File: config.mk
export PLATFORM = sky130hd
export DESIGN_NAME = gate_opener_controller
export DESIGN_NICKNAME = d
export VERILOG_FILES = /design/src/hdl/goc_pkg.sv /design/src/hdl/goc_regs.sv /design/src/hdl/goc_fsm.sv /design/src/hdl/goc_outbuf.sv /design/src/hdl/gate_opener_controller.sv
export SDC_FILE = /design/constraint.sdc
export NUM_CORES = 1
export LEC_CHECK = 0
export ABC_CLOCK_PERIOD_IN_PS = 8350
export BUFFER_PORTS_ARGS = -buffer_cell sky130_fd_sc_hd__buf_2
export CAP_MARGIN = 20
export CORE_MARGIN = 1
export CORE_UTILIZATION = 45
export DETAILED_ROUTE_END_ITERATION = 16
export HOLD_SLACK_MARGIN = 0.15
export PLACE_DENSITY_LB_ADDON = 0.15
export SLEW_MARGIN = 30
export SYNTH_ARGS = -nofsm -noshare
export SYNTH_HDL_FRONTEND = slang
export SYNTH_SLANG_ARGS = --single-unit
File: constraint.sdc
create_clock -name i_clk -period 8.35 [get_ports i_clk]
set_input_delay 0 -clock i_clk [delete_from_list [all_inputs] [get_ports i_clk]]
set_output_delay 0 -clock i_clk [all_outputs]
set_load 0.03 [all_outputs]
File: src/hdl/goc_pkg.sv
package goc_pkg;

    // width of the motion tick counter
    localparam int COUNT_BITS   = 12;
    localparam int TIMEOUT_BITS = 12;
    localparam int DELAY_BITS   = 8;
    localparam int PHASE_BITS   = 2;
    localparam int CMP_BITS     = (COUNT_BITS > TIMEOUT_BITS) ? COUNT_BITS : TIMEOUT_BITS;

    localparam logic [COUNT_BITS-1:0] MOVE_MAX = '1;

    // configuration port
    localparam int ADDR_BITS = 4;
    localparam int DATA_BITS = 32;
    localparam int IDX_BITS  = 2;

    localparam logic [IDX_BITS-1:0] REG_TIMEOUT = 2'd0;
    localparam logic [IDX_BITS-1:0] REG_RECHECK = 2'd1;
    localparam logic [IDX_BITS-1:0] REG_BLINK   = 2'd2;

    localparam logic [TIMEOUT_BITS-1:0] TIMEOUT_RESET = 12'd3600;
    localparam logic [DELAY_BITS-1:0]   RECHECK_RESET = 8'd30;
    localparam logic [DELAY_BITS-1:0]   BLINK_RESET   = 8'd10;

    localparam logic [PHASE_BITS-1:0] LAST_PHASE = 2'd2;

    typedef enum logic [2:0] {
        ST_INIT    = 3'd0,
        ST_OPENING = 3'd1,
        ST_CLOSING = 3'd2,
        ST_CLOSED  = 3'd3,
        ST_OPEN    = 3'd4,
        ST_EMERG   = 3'd5,
        ST_ERROR   = 3'd6,
        ST_WAIT    = 3'd7
    } t_state;

    typedef struct packed {
        logic [TIMEOUT_BITS-1:0] timeout_ticks;
        logic [DELAY_BITS-1:0]   recheck_ticks;
        logic [DELAY_BITS-1:0]   blink_ticks;
    } t_cfg;

    typedef struct packed {
        logic open_limit;
        logic close_limit;
        logic photocell_block;
        logic close_cmd;
        logic open_cmd;
    } t_switches;

    typedef struct packed {
        logic       motor_open;
        logic       motor_close;
        logic       led_moving;
        logic       led_alarm;
        logic [2:0] state_code;
    } t_result;

endpackage

File: src/hdl/goc_regs.sv
module goc_regs (
    input  logic                           i_clk,
    input  logic                           i_rst_n,
    input  logic                           psel,
    input  logic                           penable,
    input  logic                           pwrite,
    input  logic [goc_pkg::ADDR_BITS-1:0]  paddr,
    input  logic [goc_pkg::DATA_BITS-1:0]  pwdata,
    output logic [goc_pkg::DATA_BITS-1:0]  prdata,
    output logic                           pready,
    output goc_pkg::t_cfg                  o_cfg
);

    goc_pkg::t_cfg                r_cfg;
    logic                         wr_en;
    logic [goc_pkg::IDX_BITS-1:0] reg_idx;

    assign pready  = 1'b1;
    assign reg_idx = paddr[goc_pkg::ADDR_BITS-1:2];
    assign wr_en   = psel && penable && pwrite;
    assign o_cfg   = r_cfg;

    always_ff @(posedge i_clk) begin
        if (!i_rst_n) begin
            r_cfg.timeout_ticks <= goc_pkg::TIMEOUT_RESET;
            r_cfg.recheck_ticks <= goc_pkg::RECHECK_RESET;
            r_cfg.blink_ticks   <= goc_pkg::BLINK_RESET;
        end else if (wr_en) begin
            case (reg_idx)
                goc_pkg::REG_TIMEOUT: begin
                    r_cfg.timeout_ticks <= pwdata[goc_pkg::TIMEOUT_BITS-1:0];
                end
                goc_pkg::REG_RECHECK: begin
                    r_cfg.recheck_ticks <= pwdata[goc_pkg::DELAY_BITS-1:0];
                end
                goc_pkg::REG_BLINK: begin
                    r_cfg.blink_ticks <= pwdata[goc_pkg::DELAY_BITS-1:0];
                end
                default: begin
                end
            endcase
        end
    end

    always_comb begin
        case (reg_idx)
            goc_pkg::REG_TIMEOUT: prdata = goc_pkg::DATA_BITS'(r_cfg.timeout_ticks);
            goc_pkg::REG_RECHECK: prdata = goc_pkg::DATA_BITS'(r_cfg.recheck_ticks);
            goc_pkg::REG_BLINK:   prdata = goc_pkg::DATA_BITS'(r_cfg.blink_ticks);
            default:              prdata = '0;
        endcase
    end

endmodule

File: src/hdl/goc_fsm.sv
module goc_fsm (
    input  logic               i_clk,
    input  logic               i_rst_n,
    input  logic               i_accept,
    input  goc_pkg::t_switches i_sw,
    input  goc_pkg::t_cfg      i_cfg,
    output goc_pkg::t_result   o_result
);

    goc_pkg::t_state                   r_state, n_state;
    goc_pkg::t_state                   r_return, n_return;
    logic [goc_pkg::COUNT_BITS-1:0]    r_move, n_move;
    logic [goc_pkg::DELAY_BITS-1:0]    r_delay, n_delay;
    logic [goc_pkg::PHASE_BITS-1:0]    r_phase, n_phase;

    logic [goc_pkg::COUNT_BITS-1:0]    move_base;
    logic [goc_pkg::DELAY_BITS:0]      delay_inc;
    logic                              timed_out;
    logic                              both_limits;

    // motion counter, taken before the transition
    always_comb begin
        move_base = i_sw.open_cmd ? '0 : r_move;
        if (r_state == goc_pkg::ST_OPENING || r_state == goc_pkg::ST_CLOSING) begin
            n_move = (move_base == goc_pkg::MOVE_MAX) ? move_base
                                                      : move_base + 1'b1;
        end else begin
            n_move = '0;
        end
        timed_out = (goc_pkg::CMP_BITS'(n_move) >= goc_pkg::CMP_BITS'(i_cfg.timeout_ticks))
                 || (n_move == goc_pkg::MOVE_MAX);
    end

    assign delay_inc   = {1'b0, r_delay} + 1'b1;
    assign both_limits = i_sw.open_limit && i_sw.close_limit;

    // next state
    always_comb begin
        n_state  = r_state;
        n_return = r_return;
        n_delay  = r_delay;
        n_phase  = r_phase;
        case (r_state)
            goc_pkg::ST_INIT, goc_pkg::ST_CLOSED, goc_pkg::ST_OPEN: begin
                n_state = goc_pkg::ST_WAIT;
            end
            goc_pkg::ST_WAIT: begin
                if (both_limits) begin
                    n_state = goc_pkg::ST_ERROR;
                end else if (!i_sw.open_limit && !i_sw.close_limit
                             && !i_sw.photocell_block) begin
                    n_state = goc_pkg::ST_CLOSING;
                end else if (i_sw.open_cmd && !i_sw.photocell_block
                             && !i_sw.open_limit) begin
                    n_state = goc_pkg::ST_OPENING;
                end else if (i_sw.close_cmd && !i_sw.photocell_block) begin
                    n_state = goc_pkg::ST_CLOSING;
                end else if (i_sw.open_cmd && !i_sw.photocell_block) begin
                    n_state = goc_pkg::ST_OPENING;
                end else if (i_sw.photocell_block) begin
                    n_state = goc_pkg::ST_EMERG;
                end
            end
            goc_pkg::ST_OPENING: begin
                if (both_limits)               n_state = goc_pkg::ST_ERROR;
                else if (i_sw.open_limit)      n_state = goc_pkg::ST_OPEN;
                else if (i_sw.photocell_block) n_state = goc_pkg::ST_EMERG;
                else if (i_sw.close_cmd)       n_state = goc_pkg::ST_CLOSING;
                else if (timed_out)            n_state = goc_pkg::ST_ERROR;
            end
            goc_pkg::ST_CLOSING: begin
                if (both_limits)               n_state = goc_pkg::ST_ERROR;
                else if (i_sw.close_limit)     n_state = goc_pkg::ST_CLOSED;
                else if (i_sw.photocell_block) n_state = goc_pkg::ST_EMERG;
                else if (i_sw.open_cmd)        n_state = goc_pkg::ST_OPENING;
                else if (timed_out)            n_state = goc_pkg::ST_ERROR;
            end
            goc_pkg::ST_EMERG: begin
                if (delay_inc >= {1'b0, i_cfg.recheck_ticks}) begin
                    n_delay = '0;
                    if (!i_sw.photocell_block) n_state = r_return;
                end else begin
                    n_delay = delay_inc[goc_pkg::DELAY_BITS-1:0];
                end
            end
            default: begin
                // error blink
                if (delay_inc >= {1'b0, i_cfg.blink_ticks}) begin
                    n_delay = '0;
                    if (r_phase >= goc_pkg::LAST_PHASE) begin
                        n_phase = '0;
                        n_state = goc_pkg::ST_WAIT;
                    end else begin
                        n_phase = r_phase + 1'b1;
                    end
                end else begin
                    n_delay = delay_inc[goc_pkg::DELAY_BITS-1:0];
                end
            end
        endcase
        // entry actions
        if (n_state == goc_pkg::ST_EMERG && r_state != goc_pkg::ST_EMERG) begin
            n_return = r_state;
            n_delay  = '0;
        end
        if (n_state == goc_pkg::ST_ERROR && r_state != goc_pkg::ST_ERROR) begin
            n_delay = '0;
            n_phase = '0;
        end
    end

    // drives of the state being entered
    always_comb begin
        o_result.motor_open  = (n_state == goc_pkg::ST_OPENING);
        o_result.motor_close = (n_state == goc_pkg::ST_CLOSING);
        o_result.led_moving  = (n_state == goc_pkg::ST_OPENING)
                            || (n_state == goc_pkg::ST_CLOSING);
        o_result.led_alarm   = (n_state == goc_pkg::ST_EMERG)
                            || (n_state == goc_pkg::ST_ERROR && !n_phase[0]);
        o_result.state_code  = n_state;
    end

    always_ff @(posedge i_clk) begin
        if (!i_rst_n) begin
            r_state  <= goc_pkg::ST_INIT;
            r_return <= goc_pkg::ST_INIT;
            r_move   <= '0;
            r_delay  <= '0;
            r_phase  <= '0;
        end else if (i_accept) begin
            r_state  <= n_state;
            r_return <= n_return;
            r_move   <= n_move;
            r_delay  <= n_delay;
            r_phase  <= n_phase;
        end
    end

    a_phase_range: assert property (@(posedge i_clk) disable iff (!i_rst_n)
        r_state == goc_pkg::ST_ERROR |-> r_phase <= goc_pkg::LAST_PHASE)
        else $error("blink phase past last phase");

    a_return_valid: assert property (@(posedge i_clk) disable iff (!i_rst_n)
        r_state == goc_pkg::ST_EMERG |-> (r_return == goc_pkg::ST_WAIT
            || r_return == goc_pkg::ST_OPENING || r_return == goc_pkg::ST_CLOSING))
        else $error("emergency return state is not a resumable state");

    a_delay_bound: assert property (@(posedge i_clk) disable iff (!i_rst_n)
        i_accept |=> r_delay != '1)
        else $error("delay counter reached its maximum");

    a_move_cleared: assert property (@(posedge i_clk) disable iff (!i_rst_n)
        i_accept && r_state != goc_pkg::ST_OPENING && r_state != goc_pkg::ST_CLOSING
        |=> r_move == '0)
        else $error("motion counter not cleared outside motion");

endmodule

File: src/hdl/goc_outbuf.sv
module goc_outbuf (
    input  logic             i_clk,
    input  logic             i_rst_n,
    input  logic             i_push,
    input  goc_pkg::t_result i_data,
    output logic             o_full,
    output logic             o_valid,
    input  logic             i_stall,
    output goc_pkg::t_result o_data
);

    logic             r_main_valid;
    logic             r_skid_valid;
    goc_pkg::t_result r_main;
    goc_pkg::t_result r_skid;
    logic             pop;

    assign pop     = r_main_valid && !i_stall;
    assign o_full  = r_skid_valid;
    assign o_valid = r_main_valid;
    assign o_data  = r_main;

    always_ff @(posedge i_clk) begin
        if (!i_rst_n) begin
            r_main_valid <= 1'b0;
            r_skid_valid <= 1'b0;
        end else if (pop) begin
            r_main_valid <= r_skid_valid || i_push;
            r_skid_valid <= 1'b0;
        end else if (!r_main_valid) begin
            r_main_valid <= i_push;
        end else if (i_push) begin
            r_skid_valid <= 1'b1;
        end
    end

    always_ff @(posedge i_clk) begin
        if (pop) begin
            r_main <= r_skid_valid ? r_skid : i_data;
        end else if (!r_main_valid) begin
            r_main <= i_data;
        end else if (i_push) begin
            r_skid <= i_data;
        end
    end

    a_skid_order: assert property (@(posedge i_clk) disable iff (!i_rst_n)
        r_skid_valid |-> r_main_valid)
        else $error("skid entry held without a main entry");

endmodule

File: src/hdl/gate_opener_controller.sv
// motorized gate controller, one input transfer per switch sample
//
// input channel: i_in_valid with the five switch bits, o_in_stall back to
// the sender; a transfer happens when valid is high and stall is low
// output channel: o_out_valid with motor, lamp and state code, i_out_stall
// from the receiver
// every input transfer produces exactly one output transfer
// the result of each input transfer is registered in the output buffer
// throughput: one transfer per cycle while o_in_stall is low; next-state logic
// is combinational ahead of the state registers; the result sits in a two-entry
// output buffer, so a new sample is taken while an earlier result still waits
// receiver stall: the second buffer entry absorbs one more result, then
// o_in_stall rises until the receiver takes a result
// config: apb-style port, timeout at 0x0, recheck at 0x4, blink phase at 0x8;
// the user must keep it written only while the block is idle, which the block does not enforce; pready is always high
// reset (synchronous, active low): state init, counters cleared, buffer
// empty, registers back to 3600 / 30 / 10 ticks
module gate_opener_controller (
    input  logic                           i_clk,
    input  logic                           i_rst_n,
    // apb configuration
    input  logic                           psel,
    input  logic                           penable,
    input  logic                           pwrite,
    input  logic [goc_pkg::ADDR_BITS-1:0]  paddr,
    input  logic [goc_pkg::DATA_BITS-1:0]  pwdata,
    output logic [goc_pkg::DATA_BITS-1:0]  prdata,
    output logic                           pready,
    // switch samples
    input  logic                           i_in_valid,
    output logic                           o_in_stall,
    input  logic                           i_open_limit,
    input  logic                           i_close_limit,
    input  logic                           i_photocell_block,
    input  logic                           i_close_cmd,
    input  logic                           i_open_cmd,
    // drives
    output logic                           o_out_valid,
    input  logic                           i_out_stall,
    output logic                           o_motor_open,
    output logic                           o_motor_close,
    output logic                           o_led_moving,
    output logic                           o_led_alarm,
    output logic [2:0]                     o_state_code
);

    goc_pkg::t_cfg      cfg;
    goc_pkg::t_switches sw;
    goc_pkg::t_result   step_result;
    goc_pkg::t_result   out_result;
    logic               in_accept;
    logic               buf_full;

    // input transfer only while the output buffer has room
    assign o_in_stall = buf_full;
    assign in_accept  = i_in_valid && !buf_full;

    assign sw.open_limit      = i_open_limit;
    assign sw.close_limit     = i_close_limit;
    assign sw.photocell_block = i_photocell_block;
    assign sw.close_cmd       = i_close_cmd;
    assign sw.open_cmd        = i_open_cmd;

    goc_regs u_regs (
        .i_clk   (i_clk),
        .i_rst_n (i_rst_n),
        .psel    (psel),
        .penable (penable),
        .pwrite  (pwrite),
        .paddr   (paddr),
        .pwdata  (pwdata),
        .prdata  (prdata),
        .pready  (pready),
        .o_cfg   (cfg)
    );

    // state machine advances once per accepted sample
    goc_fsm u_fsm (
        .i_clk    (i_clk),
        .i_rst_n  (i_rst_n),
        .i_accept (in_accept),
        .i_sw     (sw),
        .i_cfg    (cfg),
        .o_result (step_result)
    );

    // result register plus skid entry
    goc_outbuf u_outbuf (
        .i_clk   (i_clk),
        .i_rst_n (i_rst_n),
        .i_push  (in_accept),
        .i_data  (step_result),
        .o_full  (buf_full),
        .o_valid (o_out_valid),
        .i_stall (i_out_stall),
        .o_data  (out_result)
    );

    assign o_motor_open  = out_result.motor_open;
    assign o_motor_close = out_result.motor_close;
    assign o_led_moving  = out_result.led_moving;
    assign o_led_alarm   = out_result.led_alarm;
    assign o_state_code  = out_result.state_code;

endmodule
==> impl_metrics.tcl, run 1 <==
set metrics [dict create \
    worstSetupPathType "reg2reg" \
    cap_violations 0 \
    use_met1 0.2919 \
    max_freq_ghz 0.1897 \
    worstPathArrival_ns 5.58 \
    rr_startpoint "u_fsm.r_move[0]$_SDFFE_PN0P_" \
    swShare 0.3543 \
    dp_hpwl_um 8360 \
    start_util 0.4723 \
    p_switching_mw 0.3124 \
    critical_path.top_delay_family "compound AO/OA/AOI/OAI gates" \
    hp-start "i_open_cmd" \
    outcome "completed" \
    slew_headroom 0.4369 \
    syn-cell-area_mm2 0.004964 \
    cp_slowest_cell "o41a_4" \
    synthCells 575 \
    die-area_mm2 0.01145 \
    die-width_um 107.0 \
    met2_usage 0.3585 \
    cp.buffers_inverters 0 \
    synth-edff-count 14 \
    yosysSeqAreaShare 0.3186 \
    p_leak_nw 2.255 \
    numCtsBuffers 9 \
    worstPathCellList "nor2b_1, ha_1, nand4b_2, nor4_4, nor3_1, xnor2_1, nor2_1, ha_1, and3_1, a221oi_1, o22a_1, a31oi_1, o21ai_1, a31oi_1, o41a_4, and4_1, a211oi_4, nand2_2, o211ai_2" \
    cellPowerDensity_mw_per_mm2 157.8 \
    critPathLaunch "u_fsm.r_move[0]$_SDFFE_PN0P_" \
    grt_usage 0.2192 \
    p_clk_frac 0.305 \
    ant_nets 0 \
    gp_congestion 0.8606 \
    crit_path_start_kind "flip-flop" \
    cts_setup_buffers 0 \
    dr.first_iter.drc_count 126 \
    grt_setup_unrepaired "false" \
    overflow 0 \
    finalNonFillerCells 766 \
    port_buffers 46 \
    stdcell_area_mm2 0.005589 \
    cp_max_fo 8 \
    pwr-share-comb 0.251 \
    worst_pin_slew_ns 0.8447 \
    fin_nets 702 \
    placed_area_mm2 0.005215 \
    timing.final.crit_share 0.6313 \
    antenna_cells 0 \
    peakVddDrop_uv 91.06 \
    critPathMaxStageDelay_ns 0.44 \
    fin_tns_setup_ns 0 \
    finalCriticalPeriod_ns 5.272 \
    mostFrequentLayoutCell "nand2_1" \
    hold_path_class "in2reg" \
    ctsResizeCount 0 \
    post-route-util 0.5318 \
    first_pass_iters 4 \
    ys_ff_latch 72 \
    h-tree-depth 3 \
    synthArstFlopShare 0 \
    endpoint_kind "flip-flop" \
    cp_data_required_time_ns 8.66 \
    top_usage_layer "met2" \
    die_height_um 107.0 \
    wl_per_cell_um 15.18 \
    layout_common_cells "77 x nand2_1, 58 x dfxtp_1, 46 x buf_2" \
    dpl.cell_count 731 \
    drive_gt1_frac 0.1603 \
    path_clk_slew_ns 0.09 \
    avgSynthCellArea_um2 8.632 \
    fin_skew_ns 0.01027 \
    antenna_found_initial 0 \
    hold_viol 0 \
    core_mm2 0.01051 \
    slew_violations 0 \
    setup_viol_count_final 0 \
    clk_latency_ns 0.37 \
    root_buffer "clkbuf_8" \
    use_met3 0.03647 \
    synth_top_flop_cell "dfxtp_1" \
    grt_pass1_wl_um 19730 \
    whs_ns 0.2088 \
    cts_buffer_depth 2 \
    wirelength_um 11630 \
    grt_pass1_vias 4032 \
    cts_sinks 72 \
    ys_warn_count 0 \
    num_rows 37 \
    io_pins 90 \
    power.internal_mw 0.5693 \
    ys_types 83 \
    grt_max_degree 48 \
    vias_per_cell 5.496 \
    seqPwrFrac 0.444 \
    drcViolationCount 0 \
    area_growth_pct 12.60 \
    vias 4210 \
    tritoncts "done" \
]
-- cell type report --
class                      count  area [µm²]
fill                         984        4920
multi-input combinational    436        3060
sequential                    72        1582
timing repair buffer          70       457.9
tap                          136       170.2
inverter                      36       135.1
clock buffer                   9       123.9
clock inverter                 7       60.06
-- repair_timing --
action                     in CTS  in global routing
setup endpoints to repair       0                  0
hold buffers                   19                  0
hold endpoints to repair       41                  0
-- cells in the mapped netlist (5+ instances only) --
cell | count | area (µm²)
nor3_1 | 11 | 55.05
o21a_1 | 6 | 45.04
o21ai_0 | 13 | 65.06
mux2_2 | 5 | 56.30
mux2i_1 | 26 | 260.3
inv_1 | 36 | 135.1
nand3b_1 | 5 | 37.54
o31ai_1 | 5 | 37.54
clkbuf_1 | 25 | 93.84
buf_4 | 21 | 157.7
ha_1 | 29 | 362.9
dfxtp_1 | 58 | 1161
xnor2_1 | 10 | 87.58
edfxtp_1 | 14 | 420.4
nor3b_1 | 6 | 45.04
nor2_1 | 29 | 108.9
o211ai_1 | 12 | 90.09
nand4_1 | 6 | 37.54
nand3_1 | 14 | 70.07
and3_1 | 7 | 43.79
nor2b_1 | 22 | 137.6
a21o_1 | 6 | 45.04
nand2_1 | 77 | 289.0
a21boi_0 | 20 | 150.1
nand2b_1 | 8 | 50.05
a21oi_1 | 11 | 55.05
-- through the flow --
stage / power (mW) / setup slack [ns]
floorplan: 0.5702 / 4.009
global placement: 0.6109 / 3.222
detailed placement: 0.6131 / 3.145
CTS: 0.8883 / 3.085
global route: 0.9269 / 2.643
finish: 0.8817 / 3.078
-- worst reg2reg max path, delay by kind of cell (launching register included) --
family / cells / cell delay (ns)
xor+xnor: 1 / 0.23
compound gates: 8 / 2.12
simple gates: 8 / 1.86
flops: 1 / 0.36
fa+ha+maj: 2 / 0.65
-- registers in the layout, indices dropped and copies added (netlist names) --
register,count
u_fsm.r_delay,8
u_fsm.r_move,12
u_fsm.r_phase,2
u_fsm.r_return,3
u_fsm.r_state,3
u_outbuf.o_data,7
u_outbuf.o_full,1
u_outbuf.o_valid,1
u_outbuf.r_skid,7
u_regs.o_cfg,28
-- layer usage --
layer,share of wire,vias to the layer above
li1,-,2113
met1,0.49,1989
met2,0.45,95
met3,0.043,13
met4,0.011,0
met5,0,-
-- final timing paths --
| check | cells after the start | slack (ns) | to |
|---|---|---|---|
| max reg2reg | 19 | 3.08 | u_fsm.r_delay[4]$_SDFFE_PN0P_ |
| max | 19 | 3.08 | u_fsm.r_delay[4]$_SDFFE_PN0P_ |
| min | 4 | 0.21 | u_fsm.r_move[6]$_SDFFE_PN0P_ |
| min reg2reg | 2 | 0.47 | u_regs.o_cfg[24]$_SDFFE_PN0P_ |
-- logic make-up (layout without fill, tap and decap cells) --
kind of cell / after synthesis / after routing / share of synthesized area
and+or+nand+nor: 218 / 218 / 0.2410
muxes: 31 / 31 / 0.06378
xor gates and xnor gates: 15 / 15 / 0.02798
AOI/OAI and AO/OA: 122 / 122 / 0.1928
buffers and inverters: 86 / 122 / 0.08117
other: 2 / 21 / 0.001513
DFF: 72 / 72 / 0.3186
adders and majority gates: 29 / 29 / 0.07310
-- power groups by stage --
stage	Combinational (mW)	Sequential [mW]	Clock, mW
6_report	0.221	0.391	0.269
3_3_place_gp	0.212	0.398	0
3_5_place_dp	0.214	0.399	0
4_1_cts	0.222	0.391	0.275
2_1_floorplan	0.156	0.414	0
5_1_grt	0.241	0.394	0.292
Power figures use the tool's default switching activity.
==> run 2, diff against run 1 <==
--- a/config.mk
+++ b/config.mk
@@ -5,7 +5,7 @@
 export SDC_FILE = /design/constraint.sdc
 export NUM_CORES = 1
 export LEC_CHECK = 0
-export ABC_CLOCK_PERIOD_IN_PS = 8350
+export ABC_CLOCK_PERIOD_IN_PS = 4200
 export BUFFER_PORTS_ARGS = -buffer_cell sky130_fd_sc_hd__buf_2
 export CAP_MARGIN = 20
 export CORE_MARGIN = 1
==> constraint.sdc (replaced) <==
create_clock -name i_clk -period 4.2 [get_ports i_clk]
set_input_delay 0 -clock i_clk [delete_from_list [all_inputs] [get_ports i_clk]]
set_output_delay 0 -clock i_clk [all_outputs]
set_load 0.03 [all_outputs]
==> impl_metrics.tcl, run 2 (same netlist as run 1, synthesis figures left out) <==
set metrics [dict create \
    cellPowerDensity_mw_per_mm2 295.7 \
    p_switching_mw 0.6424 \
    overflow 0 \
    placed_area_mm2 0.005612 \
    antenna_cells 0 \
    dr.first_iter.drc_count 151 \
    die_height_um 107.0 \
    crit_path_start_kind "flip-flop" \
    setup_viol_count_final 6 \
    whs_ns 0.2879 \
    num_rows 37 \
    worstSetupPathType "reg2reg" \
    max_freq_ghz 0.2362 \
    peakVddDrop_uv 175.3 \
    fin_nets 762 \
    die-area_mm2 0.01145 \
    holdPathStages 6 \
    worstPathCellList "nor2b_4, ha_4, nand4b_4, buf_6, or4_4, a31oi_4, ha_4, and3_4, a221oi_2, o22a_1, a31oi_1, o21ai_2, a31oi_1, o41a_4, and4_4, a211oi_4, buf_6, nand4b_1, o211ai_2" \
    clk_latency_ns 0.36 \
    largest_reg_flops 28 \
    grt_max_degree 68 \
    post-route-util 0.5913 \
    setup_ws_ns -0.03353 \
    cp_max_fo 5 \
    worst_pin_slew_ns 0.8039 \
    cts_buffer_depth 2 \
    cap_violations 0 \
    port_buffers 46 \
    die-width_um 107.0 \
    fillers 913 \
    slew_violations 0 \
    hold_viol 0 \
    layout_common_cells "76 x nand2_1, 60 x buf_4, 57 x dfxtp_1" \
    finalNonFillerCells 826 \
    grt_setup_unrepaired "true" \
    vias 4464 \
    mostFrequentLayoutCell "nand2_1" \
    fin_skew_ns 0.01267 \
    critical_path.top_delay_family "compound AO/OA/AOI/OAI gates" \
    p_clk_frac 0.276 \
    root_buffer "clkbuf_8" \
    outcome "finished with violations" \
    worstPathArrival_ns 4.52 \
    power.internal_mw 1.195 \
    core_mm2 0.01051 \
    cts_sinks 72 \
    antenna_found_initial 0 \
    dp_hpwl_um 9052 \
    h-tree-depth 3 \
    first_pass_iters 4 \
    grt_pass1_vias 4364 \
    path_clk_slew_ns 0.09 \
    wl_per_cell_um 15.50 \
    reg2reg_depth 19 \
    tritoncts "done" \
    dpl.cell_count 780 \
    ant_nets 0 \
    slew_headroom 0.4641 \
    wirelength_um 12800 \
    vias_per_cell 5.404 \
    finalCriticalPeriod_ns 4.234 \
    violations "negative setup slack" \
    swShare 0.3496 \
    stdcell_area_mm2 0.006213 \
    area_growth_pct 25.18 \
    grt_pass1_wl_um 20860 \
    critPathMaxStageDelay_ns 0.46 \
    cp.buffers_inverters 2 \
    drive_gt1_frac 0.2609 \
    numCtsBuffers 9 \
    cp_data_required_time_ns 4.48 \
    gp_congestion 0.8854 \
    pwr-share-comb 0.308 \
    drcViolationCount 0 \
    endpoint_kind "flip-flop" \
    seqPwrFrac 0.416 \
    p_leak_nw 2.584 \
    grt_usage 0.2332 \
    cp_slowest_cell "or4_4" \
    hold_path_class "in2reg" \
    path_depth 19 \
    timing.final.crit_share 1.008 \
    io_pins 90 \
    start_util 0.4723 \
]
[run 2: power groups by stage]
stage / clock network [mW] / registers [mW] / logic [mW]
detailed placement: 0 / 0.780 / 0.507
global route: 0.542 / 0.768 / 0.607
floorplan: 0 / 0.823 / 0.312
global placement: 0 / 0.779 / 0.500
finish: 0.508 / 0.764 / 0.566
CTS: 0.521 / 0.764 / 0.541
[run 2: path summary, 6_finish.rpt]
check / startpoint / endpoint / slack, ns
hold reg to reg: u_regs.o_cfg[24]$_SDFFE_PN0P_ / u_regs.o_cfg[24]$_SDFFE_PN0P_ / 0.48
hold / removal: penable / u_regs.o_cfg[16]$_SDFFE_PN0P_ / 0.29
setup reg to reg: u_fsm.r_move[1]$_SDFFE_PN0P_ / u_fsm.r_delay[2]$_SDFFE_PN0P_ / -0.03
setup / recovery: u_fsm.r_move[1]$_SDFFE_PN0P_ / u_fsm.r_delay[2]$_SDFFE_PN0P_ / -0.03
[run 2: area by class of cell]
type	count	area [µm²]	share of cell area
Clock buffer	9	123.9	0.01994
Clock inverter	7	46.29	0.007451
Inverter	36	135.1	0.02175
Multi-Input combinational cell	436	3223	0.5187
Sequential cell	72	1583	0.2547
Tap cell	136	170.2	0.02739
Timing Repair Buffer	130	932.1	0.1500
[run 2: through the flow]
stage / worst slack, ns / setup TNS [ns] / total power [mW]
final: -0.03353 / -0.1260 / 1.837
after global routing: -0.1971 / -1.859 / 1.917
after CTS: -0.005363 / -0.01069 / 1.827
after detailed placement: -0.2957 / -3.159 / 1.287
after global placement: -0.1415 / -1.196 / 1.279
after floorplan: 0.02185 / 0 / 1.135
[run 2: worst reg2reg max path, delay by kind of cell (launching register included)]
kind | cells | cell delay (ns)
buffers and inverters | 2 | 0.31
DFF | 1 | 0.34
adders and majority gates | 2 | 0.40
AOI/OAI and AO/OA | 9 | 1.88
and+or+nand+nor | 6 | 1.24
[run 2: metal layers]
layer / global-route usage / vias to the layer above / wire length [µm]
li1: - / 2221 / -
met1: 0.3056 / 2106 / 6091
met2: 0.3885 / 114 / 6006
met3: 0.04195 / 23 / 464
met4: 0.07143 / 0 / 238
met5: 0 / - / 0
[run 2: timing repair]
| item | CTS | global route |
|---|---|---|
| pin swaps | 14 | 8 |
| endpoints found under the setup margin | 20 | 19 |
| hold buffers | 20 | 0 |
| setup buffers | 8 | 2 |
| gates resized for setup | 21 | 10 |
| endpoints found under the hold margin | 31 | 0 |
==> run 3, diff against run 2 <==
--- a/config.mk
+++ b/config.mk
@@ -8,12 +8,15 @@
 export ABC_CLOCK_PERIOD_IN_PS = 4200
 export BUFFER_PORTS_ARGS = -buffer_cell sky130_fd_sc_hd__buf_2
 export CAP_MARGIN = 20
+export CORE_ASPECT_RATIO = 1.75
 export CORE_MARGIN = 1
 export CORE_UTILIZATION = 45
+export CTS_CLUSTER_SIZE = 20
 export DETAILED_ROUTE_END_ITERATION = 16
 export HOLD_SLACK_MARGIN = 0.15
 export PLACE_DENSITY_LB_ADDON = 0.15
 export SLEW_MARGIN = 30
 export SYNTH_ARGS = -nofsm -noshare
 export SYNTH_HDL_FRONTEND = slang
+export SYNTH_HIERARCHICAL = 1
 export SYNTH_SLANG_ARGS = --single-unit
==> impl_metrics.tcl, run 3 <==
set metrics [dict create \
    outcome "completed" \
    max_freq_ghz 0.2395 \
    cts_buffer_depth 2 \
    num_rows 51 \
    die_height_um 143.6 \
    setup_viol_count_final 0 \
    first_pass_iters 6 \
    antenna_found_initial 0 \
    dr.first_iter.drc_count 223 \
    tritoncts "done" \
    wl_per_cell_um 16.66 \
    grt_setup_unrepaired "true" \
    peakVddDrop_uv 248.8 \
    vias_per_cell 5.661 \
    drive_gt1_frac 0.2614 \
    antenna_cells 0 \
    endpoint_kind "flip-flop" \
    overflow 0 \
    cp_data_required_time_ns 4.41 \
    grt_max_degree 63 \
    synth_common_cells "62 x nand2_1, 58 x dfxtp_1, 47 x mux2i_1" \
    worst_pin_slew_ns 0.8917 \
    fin_skew_ns 0.01055 \
    fin_nets 775 \
    mostFrequentLayoutCell "nand2_1" \
    drcViolationCount 0 \
    area_growth_pct 26.18 \
    cap_violations 0 \
    ys_warn_count 6 \
    grt_pass1_wl_um 22270 \
    power_mw 2.006 \
    synth_top_cells_by_area "dfxtp_1 23%, mux2i_1 9.1%, edfxtp_1 8.2%" \
    slew_violations 0 \
    ys_types 77 \
    cts_sinks 72 \
    synthArstFlopShare 0 \
    path_clk_slew_ns 0.06 \
    wirelength_um 13930 \
    p_leak_nw 2.749 \
    vias 4733 \
    placed_area_mm2 0.005699 \
    dp_hpwl_um 10110 \
    yosysSeqAreaShare 0.3069 \
    whs_ns 0.1848 \
    io_pins 90 \
    grt_pass1_vias 4681 \
    hold_path_class "in2reg" \
    crit_path_start_kind "flip-flop" \
    avgSynthCellArea_um2 8.573 \
    ys_ff_latch 72 \
    synth-edff-count 14 \
    largest_reg_flops 28 \
    cellPowerDensity_mw_per_mm2 308.5 \
    timing.final.crit_share 0.9941 \
    numCtsBuffers 9 \
    slew_headroom 0.4043 \
    grt_usage 0.2346 \
    die-area_mm2 0.01190 \
    ant_nets 0 \
    cp_max_fo 8 \
    synthMostInstantiatedCell "nand2_1" \
    layout_common_cells "62 x nand2_1, 56 x dfxtp_1, 50 x buf_4" \
    clk_latency_ns 0.34 \
    finalCriticalPeriod_ns 4.175 \
    hold_viol 0 \
    die-width_um 82.89 \
    synthCells 601 \
    syn-cell-area_mm2 0.005152 \
    regToRegSetupSlack_ns 0.02 \
    worstSetupPathType "reg2reg" \
    stdcell_area_mm2 0.006501 \
    fin_tns_setup_ns 0 \
    start_util 0.4614 \
    gp_congestion 0.9393 \
    yosysTopAreaCell "dfxtp_1" \
    core_mm2 0.01117 \
    synth_top_flop_cell "dfxtp_1" \
    port_buffers 46 \
    worstPathArrival_ns 4.39 \
    root_buffer "clkbuf_16" \
    synth_top_area_share 0.2254 \
    h-tree-depth 3 \
]
[run 3: cells by family after synthesis]
kind of cell,count (synthesis),share of synthesized area
muxes,56,0.1110
buffers and inverters,83,0.08111
adders and majority gates,28,0.06799
DFF,72,0.3069
and+or+nand+nor,235,0.2540
xor gates and xnor gates,11,0.01870
other,2,0.001458
AOI/OAI and AO/OA,114,0.1588
[run 3: critical path: stages, from the launching register on]
cell and delay, ns:
dfxtp_2 0.32, nor2b_4 0.13, ha_4 0.17, nand4_1 0.16, nor4_4 0.08, buf_6 0.15, or4_4 0.52, a211oi_4 0.29
ha_4 0.19, nand2b_4 0.06, a2111o_1 0.39, o21ai_1 0.08, a311o_1 0.18, a21oi_4 0.08, a211o_4 0.37, nand2b_4 0.16
buf_4 0.15, o311a_4 0.36, nand2_4 0.12, o211ai_1 0.10
[run 3: final cells by class]
type                            instances  area, µm²
Fill cell                            1008       4666
Multi-Input combinational cell        465       3481
Sequential cell                        72       1584
Timing Repair Buffer                  119      835.8
Clock buffer                           11      252.7
Tap cell                              132      165.2
Inverter                               32      120.1
Clock inverter                          5      62.56
[run 3: stage by stage]
stage,std cells,util,setup slack [ns]
after CTS,834,0.5710,0.002537
after floorplan,620,-,0.01844
after global routing,836,0.5822,-0.1538
after detailed placement,792,0.5104,-0.1089
final,836,0.5822,0.02458
after global placement,792,0.5104,0.02502
[run 3: routing by layer]
metal	routed length (µm)	share of wire	vias up	track usage
li1	-	-	2316	-
met1	5504	0.40	2243	0.2473
met2	7574	0.54	138	0.4500
met3	399	0.029	36	0.03044
met4	453	0.033	0	0.1207
met5	0	0	-	0
[run 3: path summary, 6_finish.rpt]
path / to / cells past startpoint / start
hold / removal: u_fsm/r_phase[1]$_SDFFE_PN0P_ / 3 / i_in_valid
setup / recovery: u_fsm/r_delay[6]$_SDFFE_PN0P_ / 19 / u_fsm/r_move[0]$_SDFFE_PN0P_
setup reg to reg: u_fsm/r_delay[6]$_SDFFE_PN0P_ / 19 / u_fsm/r_move[0]$_SDFFE_PN0P_
hold reg to reg: u_regs/o_cfg[13]$_SDFFE_PN0P_ / 2 / u_regs/o_cfg[13]$_SDFFE_PN0P_
[run 3: timing repair]
item / 4_1_cts / 5_1_grt
setup buffers: 9 / 3
hold endpoints to repair: 30 / 0
hold buffers: 18 / 0
cloned: 1 / 0
resized for setup: 27 / 24
endpoints found under the setup margin: 14 / 22
pin swaps: 21 / 10
[run 3: power by group]
group	switching (mW)	internal [mW]	leakage, nW
logic	0.261	0.179	1.98
clock network	0.317	0.497	0.157
registers	0.0173	0.735	0.610
total	0.595	1.41	2.75
